==> src/rtl/core/rgrd_pkg.sv <==
// types, constants and gray conversion for the gray rotate downscale block
`default_nettype none

package rgrd_pkg;

  localparam int MAX_WIN_WIDTH   = 256;
  localparam int MAX_FRAME_WIDTH = 1024;
  localparam int LINE_DEPTH      = MAX_WIN_WIDTH / 2;
  localparam int LINE_AW         = $clog2(LINE_DEPTH);
  localparam int CFG_DW          = 11;
  localparam int CFG_IW          = 3;

  localparam logic [CFG_IW-1:0] CFG_FRAME_WIDTH = 3'd0;
  localparam logic [CFG_IW-1:0] CFG_WIN_X       = 3'd1;
  localparam logic [CFG_IW-1:0] CFG_WIN_Y       = 3'd2;
  localparam logic [CFG_IW-1:0] CFG_WIN_W       = 3'd3;
  localparam logic [CFG_IW-1:0] CFG_WIN_H       = 3'd4;
  localparam logic [CFG_IW-1:0] CFG_SCALE_MODE  = 3'd5;

  localparam logic [10:0] RST_FRAME_WIDTH = 11'd240;
  localparam logic [9:0]  RST_WIN_X       = 10'd64;
  localparam logic [9:0]  RST_WIN_Y       = 10'd75;
  localparam logic [8:0]  RST_WIN_W       = 9'd120;
  localparam logic [10:0] RST_WIN_H       = 11'd50;

  typedef struct packed {
    logic [15:0] pixel_word;
    logic        start_of_frame;
  } pixel_t;

  typedef struct packed {
    logic [7:0] gray_value;
    logic [7:0] out_row;
    logic [9:0] out_col;
    logic       last_of_frame;
  } result_t;

  // blue from bits 12:8, green from bits 2:0 and 15:13, red dropped
  function automatic logic [7:0] gray_of(input logic [15:0] w);
    logic [8:0] blue;
    logic [8:0] green;
    logic [8:0] sum;
    blue  = {1'b0, w[12:8], 3'b000};
    green = {1'b0, w[2:0], w[15:13], 2'b00};
    sum   = blue + green;
    return sum[8:1];
  endfunction

endpackage

`default_nettype wire

==> src/rtl/core/rgb565_gray_rotate_downscale.sv <==
// Gray conversion, window crop, 90-degree rotation and optional 2x2 averaging of a
// byte-swapped RGB565 pixel stream. One pixel word is taken per clock while
// pixel_stall is low; its result, if any, is registered before it shows on the
// result port. A skid word behind the result register takes the word made while
// the result is stalled; the pixel input then stalls until that word moves up into
// the result register. The 128-entry line buffer of pair sums is read one word
// ahead from the position counters, so the pixel input stalls in the cycle after
// each register write while that read-ahead refreshes. The line buffer has no
// reset and needs no clearing pass.
`default_nettype none

module rgb565_gray_rotate_downscale (
  input  logic                         clk,
  input  logic                         rst,
  input  logic                         cfg_write,
  input  logic [rgrd_pkg::CFG_IW-1:0]  cfg_index,
  input  logic [rgrd_pkg::CFG_DW-1:0]  cfg_data,
  input  logic                         pixel_valid,
  output logic                         pixel_stall,
  input  rgrd_pkg::pixel_t             pixel,
  output logic                         result_valid,
  input  logic                         result_stall,
  output rgrd_pkg::result_t            result
);
  import rgrd_pkg::*;

  localparam logic [10:0] MAX_STRIDE = 11'(MAX_FRAME_WIDTH);
  localparam logic [8:0]  MAX_WW     = 9'(MAX_WIN_WIDTH);

  logic [10:0] frame_width;
  logic [9:0]  win_x;
  logic [9:0]  win_y;
  logic [8:0]  win_w;
  logic [10:0] win_h;
  logic        scale_mode;
  logic        cfg_hold;

  logic [9:0]  col_count, col_count_next;
  logic [9:0]  row_count, row_count_next;
  logic [7:0]  left_gray_hold;

  logic [8:0]  line_mem [LINE_DEPTH];
  logic [8:0]  line_rd;
  logic [LINE_AW-1:0] rd_addr;

  logic        skid_valid;
  result_t     skid;

  logic        accept;
  logic [10:0] stride;
  logic [8:0]  ww;
  logic [9:0]  cur_col, cur_row, adv_col, adv_row;
  logic [10:0] col_inc;
  logic [9:0]  x, y, x_ahead;
  logic        in_win;
  logic [7:0]  g;
  logic [8:0]  bx, by, bw_m1, bx_row;
  logic [7:0]  bw;
  logic [9:0]  bh, bh_m1;
  logic [9:0]  ww_m1, full_row;
  logic [10:0] wh_m1;
  logic [9:0]  blk_sum;
  logic        res_valid;
  result_t     res;
  logic        hold_we;
  logic        line_we;
  logic [8:0]  line_wd;

  assign accept      = pixel_valid && !pixel_stall;
  assign pixel_stall = skid_valid || cfg_hold;

  // register writes
  always_ff @(posedge clk) begin
    if (rst) begin
      frame_width <= RST_FRAME_WIDTH;
      win_x       <= RST_WIN_X;
      win_y       <= RST_WIN_Y;
      win_w       <= RST_WIN_W;
      win_h       <= RST_WIN_H;
      scale_mode  <= 1'b0;
      cfg_hold    <= 1'b0;
    end else begin
      cfg_hold <= cfg_write;
      if (cfg_write) begin
        unique case (cfg_index)
          CFG_FRAME_WIDTH: frame_width <= cfg_data;
          CFG_WIN_X:       win_x       <= cfg_data[9:0];
          CFG_WIN_Y:       win_y       <= cfg_data[9:0];
          CFG_WIN_W:       win_w       <= cfg_data[8:0];
          CFG_WIN_H:       win_h       <= cfg_data;
          CFG_SCALE_MODE:  scale_mode  <= cfg_data[0];
          default: ;
        endcase
      end
    end
  end

  // position and window
  always_comb begin
    stride = frame_width;
    if (frame_width == 11'd0) begin
      stride = 11'd1;
    end else if (frame_width > MAX_STRIDE) begin
      stride = MAX_STRIDE;
    end
    ww = (win_w > MAX_WW) ? MAX_WW : win_w;

    cur_col = pixel.start_of_frame ? 10'd0 : col_count;
    cur_row = pixel.start_of_frame ? 10'd0 : row_count;
    col_inc = {1'b0, cur_col} + 11'd1;
    if (col_inc >= stride) begin
      adv_col = 10'd0;
      adv_row = cur_row + 10'd1;
    end else begin
      adv_col = col_inc[9:0];
      adv_row = cur_row;
    end
    col_count_next = accept ? adv_col : col_count;
    row_count_next = accept ? adv_row : row_count;

    // line buffer read ahead for the next word
    x_ahead = col_count_next - win_x;
    rd_addr = x_ahead[LINE_AW:1];

    x      = cur_col - win_x;
    y      = cur_row - win_y;
    in_win = (cur_col >= win_x) && (cur_row >= win_y) &&
             (x < {1'b0, ww}) && ({1'b0, y} < win_h);
    g      = gray_of(pixel.pixel_word);

    ww_m1    = {1'b0, ww} - 10'd1;
    wh_m1    = win_h - 11'd1;
    full_row = ww_m1 - x;

    bx     = x[9:1];
    by     = y[9:1];
    bw     = ww[8:1];
    bh     = win_h[10:1];
    bw_m1  = {1'b0, bw} - 9'd1;
    bh_m1  = bh - 10'd1;
    bx_row = bw_m1 - bx;
    blk_sum = {1'b0, line_rd} + {2'b00, left_gray_hold} + {2'b00, g};
    line_wd = {1'b0, left_gray_hold} + {1'b0, g};

    res_valid = 1'b0;
    hold_we   = 1'b0;
    line_we   = 1'b0;
    res       = '0;
    if (in_win) begin
      if (!scale_mode) begin
        res_valid         = 1'b1;
        res.gray_value    = g;
        res.out_row       = full_row[7:0];
        res.out_col       = y;
        res.last_of_frame = (x == ww_m1) && ({1'b0, y} == wh_m1);
      end else if ((bx < {1'b0, bw}) && ({1'b0, by} < bh)) begin
        if (!x[0]) begin
          hold_we = 1'b1;
        end else if (!y[0]) begin
          line_we = 1'b1;
        end else begin
          res_valid         = 1'b1;
          res.gray_value    = blk_sum[9:2];
          res.out_row       = bx_row[7:0];
          res.out_col       = {1'b0, by};
          res.last_of_frame = (bx == bw_m1) && ({1'b0, by} == bh_m1);
        end
      end
    end
  end

  always_ff @(posedge clk) begin
    if (rst) begin
      col_count      <= '0;
      row_count      <= '0;
      left_gray_hold <= '0;
    end else begin
      col_count <= col_count_next;
      row_count <= row_count_next;
      if (accept && hold_we) begin
        left_gray_hold <= g;
      end
    end
  end

  // pair sum line buffer
  always_ff @(posedge clk) begin
    if (accept && line_we) begin
      line_mem[bx[LINE_AW-1:0]] <= line_wd;
    end
    line_rd <= line_mem[rd_addr];
  end

  // output register with one skid word
  always_ff @(posedge clk) begin
    if (rst) begin
      result_valid <= 1'b0;
      skid_valid   <= 1'b0;
    end else if (result_valid && result_stall) begin
      if (accept && res_valid) begin
        skid_valid <= 1'b1;
      end
    end else if (skid_valid) begin
      result_valid <= 1'b1;
      skid_valid   <= 1'b0;
    end else begin
      result_valid <= accept && res_valid;
    end
  end

  always_ff @(posedge clk) begin
    if (result_valid && result_stall) begin
      if (accept && res_valid) begin
        skid <= res;
      end
    end else if (skid_valid) begin
      result <= skid;
    end else if (accept && res_valid) begin
      result <= res;
    end
  end

endmodule

`default_nettype wire

==> config.mk <==
export PLATFORM = sky130hd
export DESIGN_NAME = rgb565_gray_rotate_downscale
export DESIGN_NICKNAME = d
export VERILOG_FILES = /design/src/rtl/core/rgrd_pkg.sv /design/src/rtl/core/rgb565_gray_rotate_downscale.sv
export SDC_FILE = /design/constraint.sdc
export NUM_CORES = 1
export LEC_CHECK = 0
export BUFFER_PORTS_ARGS = -buffer_cell sky130_fd_sc_hd__clkbuf_2
export CAP_MARGIN = 30
export CORE_MARGIN = 2
export CORE_UTILIZATION = 45
export CTS_BUF_LIST = sky130_fd_sc_hd__clkbuf_2
export DETAILED_ROUTE_END_ITERATION = 6
export PLACE_DENSITY = 0.67
export SLEW_MARGIN = 5
export SYNTH_ARGS = -nofsm -noshare
export SYNTH_HDL_FRONTEND = slang
export SYNTH_SLANG_ARGS = --single-unit
==> constraint.sdc <==
create_clock -name clk -period 9.3 [get_ports clk]
set_clock_uncertainty 0.2 [all_clocks]
set_input_delay 0 -clock clk [delete_from_list [all_inputs] [get_ports clk]]
set_output_delay 0 -clock clk [all_outputs]
set_load 0.03 [all_outputs]
---- Word-level counts from Yosys, hierarchy flattened ----
Memories as Yosys holds them, arrays and structs flattened. A register that Yosys moved wholly into a read port is not among the register bits.
Cells that the tools add are included.
word-level totals
  logic and storage cells ................. 112
  output and inout bits ................... 29
  input port bits ......................... 36
  register bits ........................... 137
  memory bits (writable) .................. 1152
  memories ................................ 1
cells by class
  $lt $le $gt $ge ......................... 9
  bitwise logic cells ..................... 1
  $add $sub $neg .......................... 15
  equality and inequality tests ........... 9
  reductions and logical operators ........ 25
  muxes and demuxes ....................... 32
memory list
  memory    words  bits a word  rd ports  clocked after Yosys merged registers in  write ports  line                                text
  line_mem  128    9            1         1                                        1            rgb565_gray_rotate_downscale.sv:42  logic [8:0] line_mem [LINE_DEPTH];
operators with widths
  kind                                                   number
  2-to-1 mux 27 bit                                      7
  2-to-1 mux 10 bit                                      5
  subtractor 8 bit                                       3
  2-to-1 mux 11 bit                                      2
  >= comparator 10 bit                                   2
  subtractor 10 bit                                      2
  adder 8 x 8 -> 9 bit                                   2
  2-to-1 mux 1 bit                                       17
  AND reduction 2 bit                                    8
  adder 10 x 1 -> 11 bit, second input constant          1
  == test 10 x 11 -> 1 bit                               1
  >= comparator 11 bit                                   1
  greater-than comparator 11 bit, second input constant  1
  logical AND 1 bit                                      11
  zero test 11 bit                                       1
  < comparator 10 x 11 -> 1 bit                          1
  subtractor 11 x 1 -> 11 bit, second input constant     1
  adder 10 x 1 -> 10 bit, second input constant          1
  adder 10 x 8 -> 10 bit                                 1
  adder 9 x 8 -> 10 bit                                  1
  == test 10 bit                                         1
  == test 9 x 10 -> 1 bit                                1
  < comparator 10 x 9 -> 1 bit                           1
  < comparator 9 x 10 -> 1 bit                           1
  other kinds (16)                                       18

---- Logic depth before layout (Yosys ltp) ----
Gate-level depths: netlist of run 1.
  depth after elaboration ................. 12
  gate-level depth with buffers ........... 27
  mapped depth without buffers ............ 24

---- Least setup slack after synthesis of run 1 ----
No wires, ideal clock.
  path kind ............................... in2reg
  start ................................... input pixel[0] (netlist name)
  end ..................................... register result[0] (netlist name) (enable)
  path slack .............................. 2.388 ns
  stages on the path ...................... 20
  setup time .............................. 0.453 ns
  path buffers ............................ 2
  data required time ...................... 8.647 ns
  data arrival time ....................... 6.260 ns
  cells stage by stage .................... clkbuf_1 clkbuf_1 nand2b_1 ha_1 inv_1 fa_1 a211oi_1 o21ai_0 a31oi_1 xor2_1 inv_1 ha_1 nand2_1 nor2_1 nand4_1 o22ai_1 or4b_4 a2111o_1 or2_2 a21boi_0
between the ends
  longest elaborated chain between the ends .. 10
  elaborated cells on any way between the ends .. 22
ends and longest elaborated chain
  what                                                          line                                                                      text
  start, declared                                               rgb565_gray_rotate_downscale.sv:20                                        input rgrd_pkg::pixel_t pixel,
  2-to-1 mux 10 bit (on tied branches)                          rgb565_gray_rotate_downscale.sv:109, rgb565_gray_rotate_downscale.sv:108
  subtractor 10 bit (on tied branches)                          rgb565_gray_rotate_downscale.sv:126, rgb565_gray_rotate_downscale.sv:125
  < comparator 9 x 10 -> 1 bit, or another cell as far along    rgb565_gray_rotate_downscale.sv:156                                       end else if ((bx < {1'b0, bw}) && ({1'b0, by} < bh)) begin
  logical AND 1 bit / 2-to-1 mux 1 bit (equally long branches)  rgb565_gray_rotate_downscale.sv:156, rgb565_gray_rotate_downscale.sv:157
  2-to-1 mux 1 bit                                              rgb565_gray_rotate_downscale.sv:156
  2-to-1 mux 1 bit                                              rgb565_gray_rotate_downscale.sv:150                                       if (!scale_mode) begin
  2-to-1 mux 1 bit (*)                                          rgb565_gray_rotate_downscale.sv:149                                       if (in_win) begin
  logical AND 1 bit (*)                                         rgb565_gray_rotate_downscale.sv:218                                       end else if (accept && res_valid) begin
  nonzero test 2 bit (no line) (*)                              --
  AND reduction 2 bit (no line) (*)                             --
  end signal, assigned                                          rgb565_gray_rotate_downscale.sv:217                                       result <= skid;
  end signal, assigned                                          rgb565_gray_rotate_downscale.sv:219                                       result <= res;
  end, declared                                                 rgb565_gray_rotate_downscale.sv:23                                        output rgrd_pkg::result_t result
Every way passes the cells marked *; elsewhere a longest branch is shown, timed or not.
A chain may end at the register's enable or synchronous reset.

---- Worst setup path after layout of run 1 ----
  start ................................... input pixel[0] (netlist name)
  end ..................................... register line_rd[4] (read register of line_mem)
between the ends
  longest elaborated chain between the ends .. 6
ends and longest elaborated chain
  what                        line                                 text
  2-to-1 mux 10 bit (*)       rgb565_gray_rotate_downscale.sv:108  cur_col = pixel.start_of_frame ? 10'd0 : col_count;
  adder 10 x 1 -> 11 bit (*)  rgb565_gray_rotate_downscale.sv:110  col_inc = {1'b0, cur_col} + 11'd1;
  >= comparator 11 bit        rgb565_gray_rotate_downscale.sv:111  if (col_inc >= stride) begin
  2-to-1 mux 10 bit (*)       rgb565_gray_rotate_downscale.sv:111
  2-to-1 mux 10 bit (*)       rgb565_gray_rotate_downscale.sv:118  col_count_next = accept ? adv_col : col_count;
  via col_count_next[1]       rgb565_gray_rotate_downscale.sv:38   logic [9:0] col_count, col_count_next;
  subtractor 8 bit (*)        rgb565_gray_rotate_downscale.sv:122  x_ahead = col_count_next - win_x;
  end, declared               rgb565_gray_rotate_downscale.sv:43   logic [8:0] line_rd;
Mark *: on every way through the listed nets, which the timed path passes. The rest lies on a longest branch.

==> results of run 1 <==
==> layout make-up <==
type / count / area share
diodes: 2 / 0.0000866
clock buffers: 418 / 0.0362
clock inverters: 72 / 0.00736
inverters: 106 / 0.00689
multi-input cells: 1910 / 0.282
flip-flops and latches: 1168 / 0.592
well taps: 1512 / 0.0327
repair buffers: 265 / 0.0428
==> power by group through the flow <==
stage               Sequential [µW]  Clock (µW)  Combinational [µW]
finish                         5870        3320                1200
floorplan                      6020           0                 745
detailed placement             6000           0                1130
global placement               6000           0                1100
CTS                            5880        3410                1180
global route                   5880        3670                1300
==> how the worst max path moves through the flow <==
| stage | start | to | slack, ns | depth (start not counted) |
|---|---|---|---|---|
| after floorplan | pixel[0] | result[0] | 2.39 | 20 |
| after global placement | pixel[0] | line_rd[3] | 1.85 | 25 |
| after detailed placement | pixel[0] | line_rd[7] | 2.00 | 22 |
| after CTS | pixel[0] | line_rd[7] | 1.72 | 25 |
| after global routing | pixel[0] | line_rd[7] | 1.10 | 25 |
| final | pixel[0] | line_rd[4] | 1.58 | 28 |
==> Yosys cell counts (3+ instances only) <==
cell	number	share of area
fa_1	14	0.0054
a21oi_1	143	0.014
xnor2_1	51	0.0087
edfxtp_1	1078	0.63
o211ai_1	7	0.0010
and3_1	13	0.0016
inv_1	101	0.0074
o21a_1	10	0.0015
a2111oi_0	5	0.00085
or2_2	5	0.00061
xor2_1	39	0.0066
o221ai_1	5	0.00085
o31ai_1	29	0.0042
a211o_1	9	0.0015
nand3_1	73	0.0071
nand4_1	21	0.0026
a22oi_1	4	0.00058
ha_1	101	0.025
nand3b_1	14	0.0020
nor2_1	289	0.021
clkinv_1	5	0.00036
o22ai_1	257	0.031
nor2b_1	44	0.0053
and2_1	9	0.0011
a21o_1	33	0.0048
and4_1	11	0.0019
nor3_1	68	0.0066
a31oi_1	6	0.00073
or3_1	4	0.00049
dfxtp_1	90	0.035
buf_2	20	0.0019
clkbuf_1	148	0.011
mux2_2	6	0.0013
nand2b_1	12	0.0015
nor4_1	16	0.0019
o2111ai_1	7	0.0012
o21bai_1	7	0.0010
mux4_2	256	0.11
a211oi_1	13	0.0019
o21ai_0	55	0.0053
buf_1	18	0.0013
nand2_1	186	0.014
mux2i_1	49	0.0095
a311oi_1	3	0.00051
==> metal layers <==
metal  vias to the layer above  global-route usage  share of wire
met5                         -                   0              0
met4                         0              0.0849          0.032
met3                       250              0.0480          0.085
met2                      1392               0.344           0.49
met1                     15600               0.269           0.40
li1                      14300                   -              -
==> metrics by stage <==
stage / hold WS, ns / util / cells
detailed placement: 0.0872 / 0.472 / 4816
finish: 0.237 / 0.507 / 5453
global placement: 0.0750 / 0.471 / 4809
global route: 0.167 / 0.507 / 5452
CTS: 0.0249 / 0.506 / 5446
floorplan: -0.0822 / - / 3372
==> sequential cells by signal, summed over array words and instances (netlist names) <==
name	flops
win_w	9
win_h	11
frame_width	11
win_x	10
line_mem	1024
col_count	10
skid_valid	1
line_rd	8
skid	27
scale_mode	1
cfg_hold	1
row_count	10
win_y	10
result	27
result_valid	1
left_gray_hold	7
==> cells by family after synthesis <==
logic type,share of synthesized area
xor gates and xnor gates,0.0162
DFF,0.664
AOI/OAI and AO/OA,0.0746
and+or+nand+nor,0.0704
adders and majority gates,0.0300
buffers and inverters,0.0220
muxes,0.123
==> worst min-delay path, delay by kind of cell <==
family | cells | cell delay [ns]
buf+inv | 3 | 1.29
simple gates | 2 | 0.44
compound gates | 1 | 0.05
==> flow_metrics.py, run 1 <==
metrics = {
    "status": {
        "outcome": "complete, but fails checks",
        "violations": "DRC",
    },
    "timing": {
        "setup_ws_ns": 1.58,
        "worst_slew_pin_slew_ns": 0.973,
        "fin_crit_ns": 7.72,
        "final-hold-violation-count": 0,
        "setup-tns-final_ns": 0,
        "fin_crit_sh": 0.830,
        "slew_violations": 0,
        "rsz0062_at_grt": "no",
        "max_slew_margin": 0.351,
        "setup_viol": 0,
        "clock.fmax_ghz": 0.129,
    },
    "global_route": {
        "grt_pass1_vias": 32000,
        "overflow": 0,
        "grt_pass1_wl_um": 186000,
        "grt.total_usage": 0.209,
        "antenna_found_initial": 1,
        "grt_max_degree": 100,
    },
    "detailed_routing": {
        "drc": 2,
        "num_vias": 31500,
        "finalWirelength_um": 122000,
        "dr.first_iter.drc_count": 3256,
        "vias_per_cell": 5.78,
        "first_pass_iters": 7,
        "routedWlPerCell_um": 22.4,
        "ant_nets": 0,
    },
    "synth": {
        "netlist_instances": 3372,
        "ys_types": 73,
        "ys.flop_type": "edfxtp_1",
        "syn_nets": 3523,
        "syn_area_mm2": 0.0515,
        "synthesis.area_per_instance_um2": 15.3,
        "synth-async-reset-ratio": 0,
        "synth-edff-count": 1078,
        "synth-seq-cells": 1168,
        "ys_warn_count": 0,
        "ys_seq_area_frac": 0.664,
    },
    "placement": {
        "finalWeightedCongestion": 0.894,
        "post_dp_cell_area_mm2": 0.0537,
        "dp_hpwl_um": 75500,
        "place_ws_ns": 2.00,
        "port_buffers": 59,
    },
    "critical_path": {
        "worst-path-buf-inv": 7,
        "r2r-end": "line_rd[4]",
        "startpoint_type": "input pin",
        "crit_fanout": 33,
        "crit_arrival_ns": 8.91,
        "cp_top_family": "buffers and inverters",
        "critPathRequiredTime_ns": 10.49,
        "critPathCaptureType": "register",
        "cp_slowest_cell": "dlygate4sd3_1",
        "crit_type": "input pin to register",
        "ff2ff_path_depth": 24,
        "rrSetupSlack_ns": 2.22,
        "worstReg2RegStart": "col_count[0]",
        "slowest_delay_ns": 1.06,
    },
    "min_path": {
        "min_from": "cfg_write",
        "whs_endpoint": "win_h[6]",
        "hold_class": "input pin to register",
        "hold_depth": 6,
    },
    "power": {
        "ir_drop_uv": 118,
        "power_frac_clock": 0.319,
        "switchingPower_uw": 2750,
        "p_leak_uw": 0.0189,
        "switching_share": 0.265,
        "power_uw": 10400,
        "power.density_mw_per_mm2": 180,
        "p_int_uw": 7640,
        "p_comb_frac": 0.116,
        "power_frac_seq": 0.565,
    },
    "layout": {
        "final_cell_area_mm2": 0.0578,
        "fin_nets": 3903,
        "mostFrequentLayoutCell": "edfxtp_1",
        "n_fill_cell": 9482,
        "final_cell_mix": "edfxtp_1, clkbuf_2, nor2_1",
        "drive_above_1_share": 0.220,
        "syn2layout_area_growth_pct": 12.2,
        "regArea_mm2": 0.0342,
        "multi_input_area_mm2": 0.0163,
    },
    "clock_tree": {
        "htree_levels": 5,
        "clockBufferDepth": 4,
        "cts_setup_buffers": 0,
        "ctsResizeCount": 0,
        "cts_tree": "built",
        "postCtsHoldBufs": 140,
        "cts.sinks": 1168,
        "clock-root-buffer": "clkbuf_2",
        "path_clk_slew_ns": 0.10,
        "insertion_delay_ns": 1.54,
        "cts_made_buffers": 301,
    },
    "job": {
        "maxCapViolations": 0,
    },
    "floorplanning": {
        "core_area_mm2": 0.114,
        "dieArea_mm2": 0.117,
        "io_pins": 65,
        "fp.dieW_um": 342,
        "fp.dieH_um": 342,
        "start_util": 0.452,
        "core.rowCount": 124,
    },
}
(Power assumes the default switching activity.)
==> run 2, diff against run 1 <==
- PLACE_DENSITY: 0.67 -> 0.69
- clock period: 9.3 -> 6.3 ns (I/O delays scaled with it)
==> run 2 against run 1 <==
Compared with the run above: the flow now finishes without violations; count of clock-buffer cells in the layout shrank 16; flip-flop and latch count is the same; combinational power grew 54%; largest power group unchanged.
==> flow_metrics.py, run 2 (same netlist as run 1, synthesis figures left out) <==
metrics = {
    "status": {
        "outcome": "finished clean",
    },
    "critical_path": {
        "cp_cell_sequence": "nor2b_1 -> ha_1 -> a21oi_2 -> nor2_1 -> a211o_1 -> nor2_1 -> xnor2_1 -> ha_1 -> and3_1 -> nand3_1 -> o22ai_1 -> or4b_4 -> a2111o_1 -> or2_2 -> dlygate4sd3_1 -> a31oi_1 -> dlygate4sd3_1",
        "critPathRequiredTime_ns": 7.49,
        "ff2ff_path_depth": 17,
        "slowest_delay_ns": 0.64,
        "worst-path-buf-inv": 2,
        "cp_slowest_cell": "dlygate4sd3_1",
        "rrSetupSlack_ns": 0.32,
        "crit_type": "register to register",
        "crit_arrival_ns": 7.17,
        "critPathCaptureType": "register",
        "r2r-end": "result_valid",
        "startpoint_type": "register",
        "worstReg2RegStart": "col_count[4]",
        "cp_top_family": "simple AND/OR/NAND/NOR gates",
        "crit_fanout": 5,
    },
    "layout": {
        "syn2layout_area_growth_pct": 15.5,
        "drive_above_1_share": 0.257,
        "largest_reg_flops": 1024,
        "mostFrequentLayoutCell": "edfxtp_1",
        "multi_input_area_mm2": 0.0164,
        "n_fill_cell": 9315,
        "postLayoutCoreUtil": 0.522,
        "final_cell_mix": "edfxtp_1, clkbuf_2, nor2_1",
        "fin_nets": 4103,
        "regArea_mm2": 0.0342,
    },
    "detailed_routing": {
        "ant_nets": 0,
        "vias_per_cell": 5.70,
        "first_pass_iters": 5,
        "drc": 0,
        "num_vias": 32100,
        "dr.first_iter.drc_count": 2979,
        "routedWlPerCell_um": 21.8,
        "finalWirelength_um": 123000,
    },
    "floorplanning": {
        "fp.dieW_um": 342,
        "core_area_mm2": 0.114,
        "io_pins": 65,
        "dieArea_mm2": 0.117,
        "start_util": 0.452,
        "core.rowCount": 124,
        "fp.dieH_um": 342,
    },
    "power": {
        "switching_share": 0.264,
        "p_int_uw": 11300,
        "switchingPower_uw": 4050,
        "ir_drop_uv": 196,
        "p_leak_uw": 0.0200,
        "power_frac_seq": 0.566,
        "power_frac_clock": 0.313,
        "power.density_mw_per_mm2": 258,
        "p_comb_frac": 0.121,
    },
    "placement": {
        "finalWeightedCongestion": 0.910,
        "dp_hpwl_um": 78500,
        "port_buffers": 59,
    },
    "clock_tree": {
        "path_clk_slew_ns": 0.10,
        "cts.sinks": 1168,
        "clock-root-buffer": "clkbuf_2",
        "cts_tree": "built",
        "cts_made_buffers": 302,
        "insertion_delay_ns": 1.51,
        "clockBufferDepth": 4,
        "htree_levels": 5,
    },
    "timing": {
        "fin_crit_sh": 0.949,
        "slew_violations": 0,
        "worst_slew_pin_slew_ns": 1.03,
        "final-hold-violation-count": 0,
        "setup-tns-final_ns": 0,
        "max_slew_margin": 0.308,
        "clock.fmax_ghz": 0.167,
        "setup_viol": 0,
        "fin_crit_ns": 5.98,
    },
    "global_route": {
        "grt.total_usage": 0.209,
        "grt_pass1_wl_um": 186000,
        "antenna_found_initial": 3,
        "grt_max_degree": 93,
        "grt_pass1_vias": 31900,
        "overflow": 0,
    },
    "min_path": {
        "min_from": "pixel[0]",
        "whs_endpoint": "row_count[9]",
        "hold_depth": 8,
        "hold_class": "input pin to register",
    },
    "job": {
        "maxCapViolations": 0,
    },
}
==> run 2: what timing repair did <==
item                                   in CTS  in global routing
gates resized for setup                     0                  9
setup buffers                               0                  1
endpoints found under the hold margin    2067                  0
hold buffers                              142                  0
setup endpoints to repair                   0                 48
==> run 2: worst reg2reg max path, delay by kind of cell (launching register included) <==
family	cells	cell delay, ns
AND/OR/NAND/NOR	7	1.87
AO/OA/AOI/OAI	5	1.31
buffers and inverters	2	1.21
adder cells (fa/ha/maj)	2	0.71
flip-flops	1	0.38
XOR/XNOR	1	0.30
==> run 2: layout make-up <==
type                            instances  share of cell area
Sequential cell                      1168               0.575
Multi-Input combinational cell       1910               0.275
Timing Repair Buffer                  464              0.0700
Clock buffer                          402              0.0339
Tap cell                             1512              0.0318
Clock inverter                         68             0.00703
Inverter                              106             0.00670
Antenna cell                            1           0.0000421
==> run 2: routing by layer <==
metal | track usage | vias up | share of wire
met3 | 0.0425 | 208 | 0.081
li1 | - | 14600 | -
met4 | 0.0834 | 0 | 0.030
met5 | 0 | - | 0
met2 | 0.342 | 1331 | 0.49
met1 | 0.275 | 15900 | 0.40
==> run 2: power groups by stage <==
stage / clock, µW / combinational [µW] / sequential (µW)
finish: 4800 / 1850 / 8670
global route: 5320 / 2000 / 8680
CTS: 4940 / 1820 / 8680
detailed placement: 0 / 1740 / 8850
global placement: 0 / 1700 / 8860
floorplan: 0 / 1100 / 8870
==> run 2: metrics by stage <==
step                area (µm²)  instances  hold WS [ns]  worst slack [ns]  total power [µW]
floorplan                51500       3372       -0.0822             0.103              9970
global route             59400       5631         0.214           -0.0138             16000
detailed placement       55400       5014        0.0741             0.257             10600
CTS                      59300       5626        0.0556             0.191             15400
finish                   59400       5631         0.230             0.321             15300
global placement         55400       5011        0.0748             0.292             10600
==> run 2: worst max-delay path by stage <==
stage,startpoint,cells after the start,slack [ns],to
2_1_floorplan,pixel[0],20,0.10,result[0]
3_3_place_gp,col_count[0],26,0.29,line_rd[5]
3_5_place_dp,col_count[0],26,0.26,line_rd[5]
4_1_cts,col_count[4],17,0.19,skid[25]
5_1_grt,col_count[0],23,-0.01,line_rd[6]
6_report,col_count[4],17,0.32,result_valid
